[config.mk]
export PLATFORM = sky130hd
export DESIGN_NAME = rrs_ctrl
export DESIGN_NICKNAME = d
export VERILOG_FILES = /design/src/sv/rank_roulette_selector_defines.svh /design/src/sv/rrs_pkg.sv /design/src/sv/rrs_ctrl.sv
export SDC_FILE = /design/constraint.sdc
export NUM_CORES = 1
export LEC_CHECK = 0
export BUFFER_PORTS_ARGS = -buffer_cell sky130_fd_sc_hd__clkbuf_2
export CAP_MARGIN = 40
export CORE_AREA = 4 4 41 43
export DETAILED_ROUTE_END_ITERATION = 10
export DIE_AREA = 0 0 45 47
export PLACE_DENSITY_LB_ADDON = 0.05
export RECOVER_POWER = 25
export REMOVE_ABC_BUFFERS = 1
export SKIP_LAST_GASP = 1
export SLEW_MARGIN = 20
export SYNTH_ARGS = -nofsm -noshare
export SYNTH_HDL_FRONTEND = slang
export SYNTH_SLANG_ARGS = --single-unit
[constraint.sdc]
create_clock -name clk_i -period 1.53 [get_ports clk_i]
set_clock_uncertainty 0.1 [all_clocks]
set_input_delay 0.2295 -clock clk_i [delete_from_list [all_inputs] [get_ports clk_i]]
set_output_delay 0.2295 -clock clk_i [all_outputs]
set_load 0.005 [all_outputs]
[src/sv/rank_roulette_selector_defines.svh]
// Assertion macros shared by the rank roulette selector RTL.
// Included by rrs_datapath, the module that carries concurrent assertions.
`ifndef RANK_ROULETTE_SELECTOR_DEFINES_SVH
`define RANK_ROULETTE_SELECTOR_DEFINES_SVH

// Implication checked in the same cycle.
`define RRS_ASSERT_NOW(lbl, ante, cons, msg) \
  lbl: assert property (@(posedge clk_i) disable iff (!rst_ni) (ante) |-> (cons)) \
    else $error(msg);

// Implication checked in the next cycle.
`define RRS_ASSERT_NEXT(lbl, ante, cons, msg) \
  lbl: assert property (@(posedge clk_i) disable iff (!rst_ni) (ante) |=> (cons)) \
    else $error(msg);

`endif

[src/sv/rrs_pkg.sv]
// Shared types and codes for the rank roulette selector.
// Used by the controller, the datapath and the top level.
package rrs_pkg;

  localparam int unsigned FIT_W = 16;
  localparam int unsigned ID_W  = 8;
  localparam int unsigned REQ_W = 2;
  localparam int unsigned U_W   = 16;
  localparam int unsigned PC_W  = 9;
  localparam int unsigned RANK_W = 9;
  localparam logic [PC_W-1:0] POP_RESET = 9'd256;

  typedef enum logic [1:0] {
    REQ_CLEAR = 2'd0,
    REQ_LOAD  = 2'd1,
    REQ_DRAW  = 2'd2,
    REQ_NONE  = 2'd3
  } req_e;

  typedef enum logic [1:0] {
    ST_OK       = 2'd0,
    ST_SEL      = 2'd1,
    ST_NOT_FULL = 2'd2,
    ST_FULL     = 2'd3
  } stat_e;

  typedef enum logic [2:0] {
    S_IDLE,
    S_INS_RD,
    S_INS_CMP,
    S_DRW_SCAN,
    S_DRW_RD,
    S_RESP
  } state_e;

  typedef struct packed {
    logic  latch;
    logic  clear_fill;
    logic  resp_load;
    stat_e resp_code;
    logic  rd_ins;
    logic  rd_drw;
    logic  wr_shift;
    logic  wr_new;
    logic  scan_step;
    logic  resp_sel;
    logic  push;
  } cmd_t;

  typedef struct packed {
    req_e in_req;
    logic fill_ge_n;
    logic idx_zero;
    logic shift_cond;
    logic scan_hit;
    logic out_free;
  } stat_t;

endpackage

[src/sv/rrs_ctrl.sv]
// Controller state machine for the rank roulette selector.
// Depends on rrs_pkg; drives rrs_datapath through cmd_t.
module rrs_ctrl (
  input  logic           clk_i,
  input  logic           rst_ni,
  input  logic           in_valid_i,
  input  rrs_pkg::stat_t stat_i,
  output logic           in_ready_o,
  output rrs_pkg::cmd_t  cmd_o
);

  rrs_pkg::state_e state_q, state_d;

  always_ff @(posedge clk_i or negedge rst_ni) begin
    if (!rst_ni) begin
      state_q <= rrs_pkg::S_IDLE;
    end else begin
      state_q <= state_d;
    end
  end

  always_comb begin
    state_d = state_q;
    unique case (state_q)
      rrs_pkg::S_IDLE: begin
        if (in_valid_i) begin
          unique case (stat_i.in_req)
            rrs_pkg::REQ_LOAD:
              state_d = stat_i.fill_ge_n ? rrs_pkg::S_RESP : rrs_pkg::S_INS_RD;
            rrs_pkg::REQ_DRAW:
              state_d = stat_i.fill_ge_n ? rrs_pkg::S_DRW_SCAN : rrs_pkg::S_RESP;
            default: state_d = rrs_pkg::S_RESP;
          endcase
        end
      end
      rrs_pkg::S_INS_RD:
        state_d = stat_i.idx_zero ? rrs_pkg::S_RESP : rrs_pkg::S_INS_CMP;
      rrs_pkg::S_INS_CMP:
        state_d = stat_i.shift_cond ? rrs_pkg::S_INS_RD : rrs_pkg::S_RESP;
      rrs_pkg::S_DRW_SCAN:
        if (stat_i.scan_hit) state_d = rrs_pkg::S_DRW_RD;
      rrs_pkg::S_DRW_RD:
        state_d = rrs_pkg::S_RESP;
      rrs_pkg::S_RESP:
        if (stat_i.out_free) state_d = rrs_pkg::S_IDLE;
      default: state_d = rrs_pkg::S_IDLE;
    endcase
  end

  always_comb begin
    cmd_o = '0;
    cmd_o.resp_code = rrs_pkg::ST_OK;
    in_ready_o = 1'b0;
    unique case (state_q)
      rrs_pkg::S_IDLE: begin
        in_ready_o = 1'b1;
        if (in_valid_i) begin
          cmd_o.latch = 1'b1;
          unique case (stat_i.in_req)
            rrs_pkg::REQ_CLEAR: begin
              cmd_o.clear_fill = 1'b1;
              cmd_o.resp_load  = 1'b1;
            end
            rrs_pkg::REQ_LOAD: begin
              if (stat_i.fill_ge_n) begin
                cmd_o.resp_load = 1'b1;
                cmd_o.resp_code = rrs_pkg::ST_FULL;
              end
            end
            rrs_pkg::REQ_DRAW: begin
              if (!stat_i.fill_ge_n) begin
                cmd_o.resp_load = 1'b1;
                cmd_o.resp_code = rrs_pkg::ST_NOT_FULL;
              end
            end
            default: cmd_o.resp_load = 1'b1;
          endcase
        end
      end
      rrs_pkg::S_INS_RD: begin
        if (stat_i.idx_zero) begin
          cmd_o.wr_new    = 1'b1;
          cmd_o.resp_load = 1'b1;
        end else begin
          cmd_o.rd_ins = 1'b1;
        end
      end
      rrs_pkg::S_INS_CMP: begin
        if (stat_i.shift_cond) begin
          cmd_o.wr_shift = 1'b1;
        end else begin
          cmd_o.wr_new    = 1'b1;
          cmd_o.resp_load = 1'b1;
        end
      end
      rrs_pkg::S_DRW_SCAN: begin
        if (stat_i.scan_hit) begin
          cmd_o.rd_drw = 1'b1;
        end else begin
          cmd_o.scan_step = 1'b1;
        end
      end
      rrs_pkg::S_DRW_RD: cmd_o.resp_sel = 1'b1;
      rrs_pkg::S_RESP: cmd_o.push = stat_i.out_free;
      default: ;
    endcase
  end

endmodule

# [Word-level counts from Yosys, hierarchy flattened]
# Cells that the tools add are included.
# Widths: inputs -> output; s select.
[word_totals] ff_bits=3 input_bits=10 output_inout_bits=13 wordCells=46
[op_classes] n_eq_ne=10 n_mux=32 n_reduce_logical=3
[op_table] operator="$mux 3" n=9
[op_table] operator="$pmux 3 s6" n=1
[op_table] operator="$mux 1" n=14
[op_table] operator="$eq 3x2->1 const B" n=2
[op_table] operator="$eq 3x3->1 const B" n=2
[op_table] operator="$ne 2x2->1 const B" n=3
[op_table] operator="$pmux 3 s2" n=1
[op_table] operator="$mux 5" n=1
[op_table] operator="$mux 2" n=2
[op_table] operator="$pmux 1 s2" n=2
[op_table] operator="$pmux 2 s2" n=1
[op_table] operator="$eq 3x1->1 const B" n=1
[op_table] operator="$logic_not 3->1" n=1
[op_table] operator="$pmux 1 s3" n=1
[op_table] operator="$reduce_and 3->1" n=1
[op_table] operator="$eq 2x1->1 const B" n=1
[op_table] operator="$eq 2x2->1 const B" n=1
[op_table] operator="$logic_not 2->1" n=1

# [Longest topological paths before layout]
# Gate-level depths: netlist of run 1.
[depth] ltp_word=4 mapped_depth=6 depth_no_buf=6

# [Least setup slack after synthesis of run 1]
# Ideal clock, no wire load.
[synth_timing] path_type="flip-flop to output port" from="reg state_q[1]" to="out cmd_o[7] (netlist name)" arrival_ns=1.038 required_time_ns=1.201 setup_slack_ns=0.162 path_stages_with_launch=6 n_path_buf=1 path_cell_list="dfrtp_1 > buf_6 > nor3_4 > nand2_2 > inv_2 > and3_1"
[synth_rtl] item="from (decl)" line="rrs_ctrl.sv:12" source="rrs_pkg::state_e state_q, state_d;"
[synth_rtl] item="from (signal assigned)" line="rrs_ctrl.sv:16" source="state_q <= rrs_pkg::S_IDLE;"
[synth_rtl] item="from (signal assigned)" line="rrs_ctrl.sv:18" source="state_q <= state_d;"
[synth_rtl] item="to (decl)" line="rrs_ctrl.sv:9" source="output rrs_pkg::cmd_t cmd_o"

==> results of run 1 <==
-- layer usage --
layer | part of all wire (%) | up-vias | wire length, µm
li1 | - | 267 | -
met1 | 39 | 249 | 495
met2 | 53 | 16 | 678
met3 | 5.2 | 4 | 66
met4 | 2.8 | 0 | 36
met5 | 0 | - | 0
-- cell usage in the layout (no fill, tap or decap), drive strengths merged, types with 2 or more instances in the layout --
master	netlist	layout
nand2	5	5
o22ai	2	2
nor2b	3	3
o21ai	3	3
buf	3	21
clkbuf	0	23
ha	3	3
a22oi	2	2
inv	4	4
nor2	8	8
dfrtp	3	3
and3	4	4
-- stage by stage --
stage                     setup WS (ns)  hold WS [ns]
after floorplan                 0.04839       -0.1661
after global placement          0.01653      -0.06667
after detailed placement        0.02003      -0.06824
after CTS                       -0.1553        0.1576
after global routing            -0.2266        0.1593
final                           -0.1309        0.1642
-- power breakdown --
group	switching, µW	total [µW]	internal (µW)
combinational	420	1020	605
sequential	87.1	216	129
clock	40.3	138	97.7
total	548	1380	831
-- cell type report --
| cell class | count | area [µm²] | area share (%) |
|---|---|---|---|
| well taps | 15 | 18.77 | 2.463 |
| multi-input cells | 43 | 347.8 | 45.65 |
| repair buffers | 41 | 275.3 | 36.12 |
| inverters | 4 | 15.01 | 1.970 |
| flip-flops and latches | 3 | 78.83 | 10.34 |
| clock buffers | 4 | 26.28 | 3.448 |
-- kinds of logic after synthesis --
| kind of cell | after synthesis |
|---|---|
| buf+inv | 7 |
| mux | 1 |
| compound gates | 11 |
| flops | 3 |
| simple gates | 28 |
| fa+ha+maj | 3 |
-- path summary, 6_finish.rpt --
| check | from | to | cells after the start |
|---|---|---|---|
| setup reg to reg | state_q[0] | state_q[1] | 6 |
| min in group asynchronous | rst_ni | state_q[2] | 2 |
| max in group asynchronous | rst_ni | state_q[0] | 2 |
| hold / removal | stat_i[1] | state_q[1] | 2 |
| setup / recovery | state_q[0] | cmd_o[9] | 5 |
| hold reg to reg | state_q[1] | state_q[0] | 1 |
-- worst reg2reg max path: stages, from the launching register on --
cell and delay (ns):
sky130_fd_sc_hd__dfrtp_2 0.44, sky130_fd_sc_hd__nor2b_4 0.15, sky130_fd_sc_hd__buf_6 0.12, sky130_fd_sc_hd__nor3b_4 0.14, sky130_fd_sc_hd__buf_4 0.13, sky130_fd_sc_hd__a41oi_2 0.17
sky130_fd_sc_hd__o22ai_2 0.08
-- timing repair --
action | in CTS | in global routing
endpoints found under the setup margin | 12 | 14
buffers inserted | 4 | 3
hold buffers | 1 | 0
gates cloned | 0 | 0
gates resized for setup | 11 | 6
endpoints found under the hold margin | 3 | 0
pin swaps | 8 | 5
==> metrics, run 1 <==
cell type contributing the most total cell area after synthesis sky130_fd_sc_hd__dfrtp_1; number of synthesized register bits 3; final design utilization 58.56%; kind of critical path reg -> out; number of buffers between clock root and the deepest sink 2; failing checks negative setup slack; buffering stage count on the worst path with inverters included 1; worst skew pair latency 0.23 ns; netlist area before placement 445.4 µm²; pin count of the biggest net entering global routing 8; placed cell count 98; CTS Sinks 3; largest registers state_q x3; vias in the first global route 518; fin nets 109; 1st-iter DRT viols 5; Avg Synthesized Cell Area 8.404 µm²; Final Critical Period 1.661 ns; total congestion overflow 0; drc violations 0; weighted congestion reported at the end of routability-driven placement 0.7009; f_max 602.1 MHz; total setup violations reported at the end of the flow 10; Global Route met1 Usage 15.53%; wirelength, routed 1.276 mm; type of the most critical hold path in -> reg; global routing's busiest layer met2; number of optimization iterations in the first detailed-route pass 4; top cells by instance count after synthesis 7 x sky130_fd_sc_hd__nor2_1, 4 x sky130_fd_sc_hd__nand2_1; floorplan die area 2115 µm²; static leakage 0.0004070 µW; Max H-tree Level 1; antenna violations before repair 0; Horiz. Die Dim 45 µm; largest family of logic cells by synthesized area simple AND/OR/NAND/NOR gates; clock buffer count from CTS 3; global routing usage summed across all routing layers 14.48%; GRT met2 Usage 24.86%; fraction of synthesized cell area in xor and xnor cells 0%; detailed placer's ending HPWL 979.1 µm; clock root buffer sky130_fd_sc_hd__clkbuf_4; remaining antenna violation count after routing 0; share of final-layout standard cells stronger than drive strength 1 62.11%; met3 usage in global routing 2.299%; post-synthesis simple-gate area fraction 41.57%; clock tree from TritonCTS done; number of flops mapped to enable cells by yosys 0; count of input and output buffers 22; register name with the most flops state_q; maximum cell stage delay along the critical path 0.44 ns; Critical Path Fanout Max 4; fin area 762.0 µm²; vias per std cell 4.873; Fill cells 129; Max IR drop VDD 994.1 µV; starting utilization of the core area 34.23%; cell count after synthesis 53; nature of the critical path endpoint primary output; overall power after layout 1379 µW; total via count after detailed routing 536; Area Overhead vs Synth 71.07%; global-route wire length before repair 2.076 mm; RSZ-0062 raised after global routing yes; Sum Neg Setup Slack -0.8472 ns; number of pins exceeding their max-slew limit in the final report 0; endpoints failing hold 0; PnR worst setup slack -0.1309 ns; count of antenna diodes in the layout 0; required time reported for the critical path endpoint 1.20 ns; share of cell area taken by muxes after synthesis 2.247%; Rel. slew slack 84.33%; Main synth FF type sky130_fd_sc_hd__dfrtp_1; worst-path cell chain nor2b_4, a22oi_2, nor2_2, or2_1, clkbuf_2; result of the run complete, but fails checks; Area after DPL 626.9 µm²; crit path launch type register; share of flip-flops with an asynchronous set or reset after synthesis 100.0%; vertical extent of the die 47 µm; share of the cycle needed by the critical path after routing 108.6%; kind of cell with the highest combined delay on the critical path flip-flops; count of standard-cell rows 13; I/O pins 23; CTS clk-pin slew, worst paths 0.04 ns; MaxCap Viol Count 0; CORE AREA 1301 µm²; Data arrival, critical path 1.33 ns; Post-Layout Cell Count 110; area share of the leading cell type in the synthesized netlist 16.85%; r2r setup slk 0.09 ns; Power Density 1810 nW/µm²; routed len/inst 11.60 µm; Compound-Gate Fraction of Synth Area 20.79%; slowest cell on the critical path sky130_fd_sc_hd__dfrtp_2; count leader, synth sky130_fd_sc_hd__nor2_1; max reg flops 3; post-synthesis cell type count 33; Worst Tran Pin Value 0.2286 ns; Synth warnings 0; post-synthesis sequential area ratio 16.85%; share of synthesized cell area in full adder, half adder and majority cells 8.427%; main area contributors after synthesis sky130_fd_sc_hd__dfrtp_1 17%, sky130_fd_sc_hd__ha_1 8.4%, sky130_fd_sc_hd__nor2_1 5.9%
Power figures use the tool's default switching activity.
==> run 2: changes to the inputs <==
Settings changed: ABC_AREA from default to 1.
==> metrics, run 2 <==
result of the run complete, but fails checks; failing checks negative setup slack; worst-path cell chain buf_4, inv_2, nor4_2, buf_2; drc violations 0; Fill cells 156; Area Overhead vs Synth 70.74%; final design utilization 51.06%; slowest cell on the critical path sky130_fd_sc_hd__dfrtp_1; CTS clk-pin slew, worst paths 0.04 ns; kind of critical path reg -> out; Avg Synthesized Cell Area 6.276 µm²; largest registers state_q x3; vertical extent of the die 47 µm; share of the cycle needed by the critical path after routing 100.7%; length of routed wiring on met1 423 µm; antenna violations before repair 0; count leader, synth sky130_fd_sc_hd__nand2_1; netlist area before placement 389.1 µm²; r2r setup slk 0.11 ns; Final Critical Period 1.541 ns; hold slack final 0.2150 ns; count of input and output buffers 22; remaining antenna violation count after routing 0; share of final-layout standard cells stronger than drive strength 1 57.00%; CORE AREA 1301 µm²; Hold Path Sink state_q[1]; cell depth of the worst hold path 4; static leakage 0.0004190 µW; required time reported for the critical path endpoint 1.20 ns; clock root buffer sky130_fd_sc_hd__clkbuf_4; cell type contributing the most total cell area after synthesis sky130_fd_sc_hd__dfrtp_1; Max H-tree Level 1; cell count after synthesis 62; 1st-iter DRT viols 4; global routing usage summed across all routing layers 10.13%; total via count after detailed routing 504; starting utilization of the core area 29.90%; detailed placer's ending HPWL 833.9 µm; MaxCap Viol Count 0; met2 WL post-DR 546 µm; worst skew pair latency 0.23 ns; global-route wire length before repair 1.614 mm; Critical Path Fanout Max 6; Worst Tran Pin Value 0.2146 ns; CTS Sinks 3; RSZ-0062 raised after global routing yes; commonest cells after routing, fill and taps aside 17 x sky130_fd_sc_hd__clkbuf_2, 13 x sky130_fd_sc_hd__nand2_1, 11 x sky130_fd_sc_hd__buf_4; routed wl met3 79 µm; routed len/inst 9.130 µm; maximum cell stage delay along the critical path 0.35 ns; post-synthesis sequential area ratio 19.29%; buffering stage count on the worst path with inverters included 3; I/O pins 23; most common library cell in the layout ignoring fill and taps sky130_fd_sc_hd__clkbuf_2; Worst Reg-to-Reg Cells 8; main area contributors after synthesis sky130_fd_sc_hd__dfrtp_1 19%, sky130_fd_sc_hd__nand2_1 13%, sky130_fd_sc_hd__ha_1 9.6%; endpoint of the worst register-to-register path state_q[1]; total congestion overflow 0; endpoints failing hold 0; share of flip-flops with an asynchronous set or reset after synthesis 100.0%; Post-Layout Cell Count 115; Data arrival, critical path 1.21 ns; area share of the leading cell type in the synthesized netlist 19.29%; placed cell count 100; number of buffers between clock root and the deepest sink 2; count of antenna diodes in the layout 0; highest layer used for signal routing met3; Rel. slew slack 85.58%; Synth warnings 0; max reg flops 3; count of standard-cell rows 13; crit path launch type register; number of flops mapped to enable cells by yosys 0; register name with the most flops state_q; total area of sequential cells 76.32 µm²; number of optimization iterations in the first detailed-route pass 2; type of the most critical hold path in -> reg; vias per std cell 4.383; R2R Path Start state_q[0]; footprint of the multi-input gates 286.5 µm²; overall power after layout 1132 µW; Worst Min Path Start stat_i[1]; number of pins exceeding their max-slew limit in the final report 0; pre-CTS worst setup slack 0.06822 ns; top cells by instance count after synthesis 13 x sky130_fd_sc_hd__nand2_1, 9 x sky130_fd_sc_hd__inv_1, 9 x sky130_fd_sc_hd__nor2_1; kind of cell with the highest combined delay on the critical path buffers and inverters; clock tree from TritonCTS done; pin count of the biggest net entering global routing 7; wirelength, routed 1.050 mm; Max IR drop VDD 674.5 µV; Horiz. Die Dim 45 µm; nature of the critical path endpoint primary output; clock buffer count from CTS 3; vias in the first global route 446; f_max 649.0 MHz; Power Density 1703 nW/µm²; fin nets 114; total setup violations reported at the end of the flow 1; PnR worst setup slack -0.01094 ns; post-synthesis cell type count 17; floorplan die area 2115 µm²; number of synthesized register bits 3; weighted congestion reported at the end of routability-driven placement 0.7380; Main synth FF type sky130_fd_sc_hd__dfrtp_1
run 2: final cells by class:
type                            instances  area share (%)
Clock buffer                            4           3.955
Inverter                               14           8.286
Multi-Input combinational cell         45           43.13
Sequential cell                         3           11.49
Tap cell                               15           2.825
Timing Repair Buffer                   34           30.32
run 2: cell families (layout without fill, tap and decap cells):
kind of cell             count (synthesis)  after routing  share of synthesized area, %
AO/OA/AOI/OAI                            3              3                         5.466
buffers and inverters                   14             52                         13.50
adder cells (fa/ha/maj)                  3              3                         9.647
AND/OR/NAND/NOR                         39             39                         52.09
flip-flops                               3              3                         19.29
run 2: stage by stage:
stage / area (µm²) / TNS (ns)
6_report: 664.4 / -0.01094
5_1_grt: 664.4 / -0.5019
4_1_cts: 635.6 / -0.05138
3_5_place_dp: 525.5 / 0
3_3_place_gp: 525.5 / 0
2_1_floorplan: 389.1 / 0
run 2: worst min-delay path, stage by stage:
cell                       delay, ns
sky130_fd_sc_hd__clkbuf_2       0.08
sky130_fd_sc_hd__inv_1          0.05
sky130_fd_sc_hd__nand3_2        0.09
sky130_fd_sc_hd__nand2_1        0.06
run 2: worst max path at each step:
stage	endpoint	from	cells after the start	slack (ns)
4_1_cts	cmd_o[0]	state_q[0]	4	-0.02
3_5_place_dp	cmd_o[9]	stat_i[6]	10	0.07
6_report	cmd_o[0]	state_q[0]	4	-0.01
5_1_grt	cmd_o[0]	state_q[0]	4	-0.09
2_1_floorplan	cmd_o[9]	state_q[0]	7	0.22
3_3_place_gp	cmd_o[9]	stat_i[6]	10	0.08
run 2: report_power, final:
part	leakage [µW]	switching [µW]	total, µW	internal [µW]
sequential	0.0000362	35.9	160	125
combinational	0.000368	438	836	398
clock	0.0000150	37.9	135	97.5
run 2: timing repair:
action                     4_1_cts  5_1_grt
hold endpoints to repair         3        0
hold buffers                     1        0
pin swaps                        3        5
gates resized for setup          3        8
setup endpoints to repair        6       10
buffers inserted                 9        1
run 2: layer usage:
layer	GRT usage [%]	vias up
met3	2.299	0
met5	0	-
met1	11.87	224
met2	18.93	15
met4	1.754	0
li1	-	265
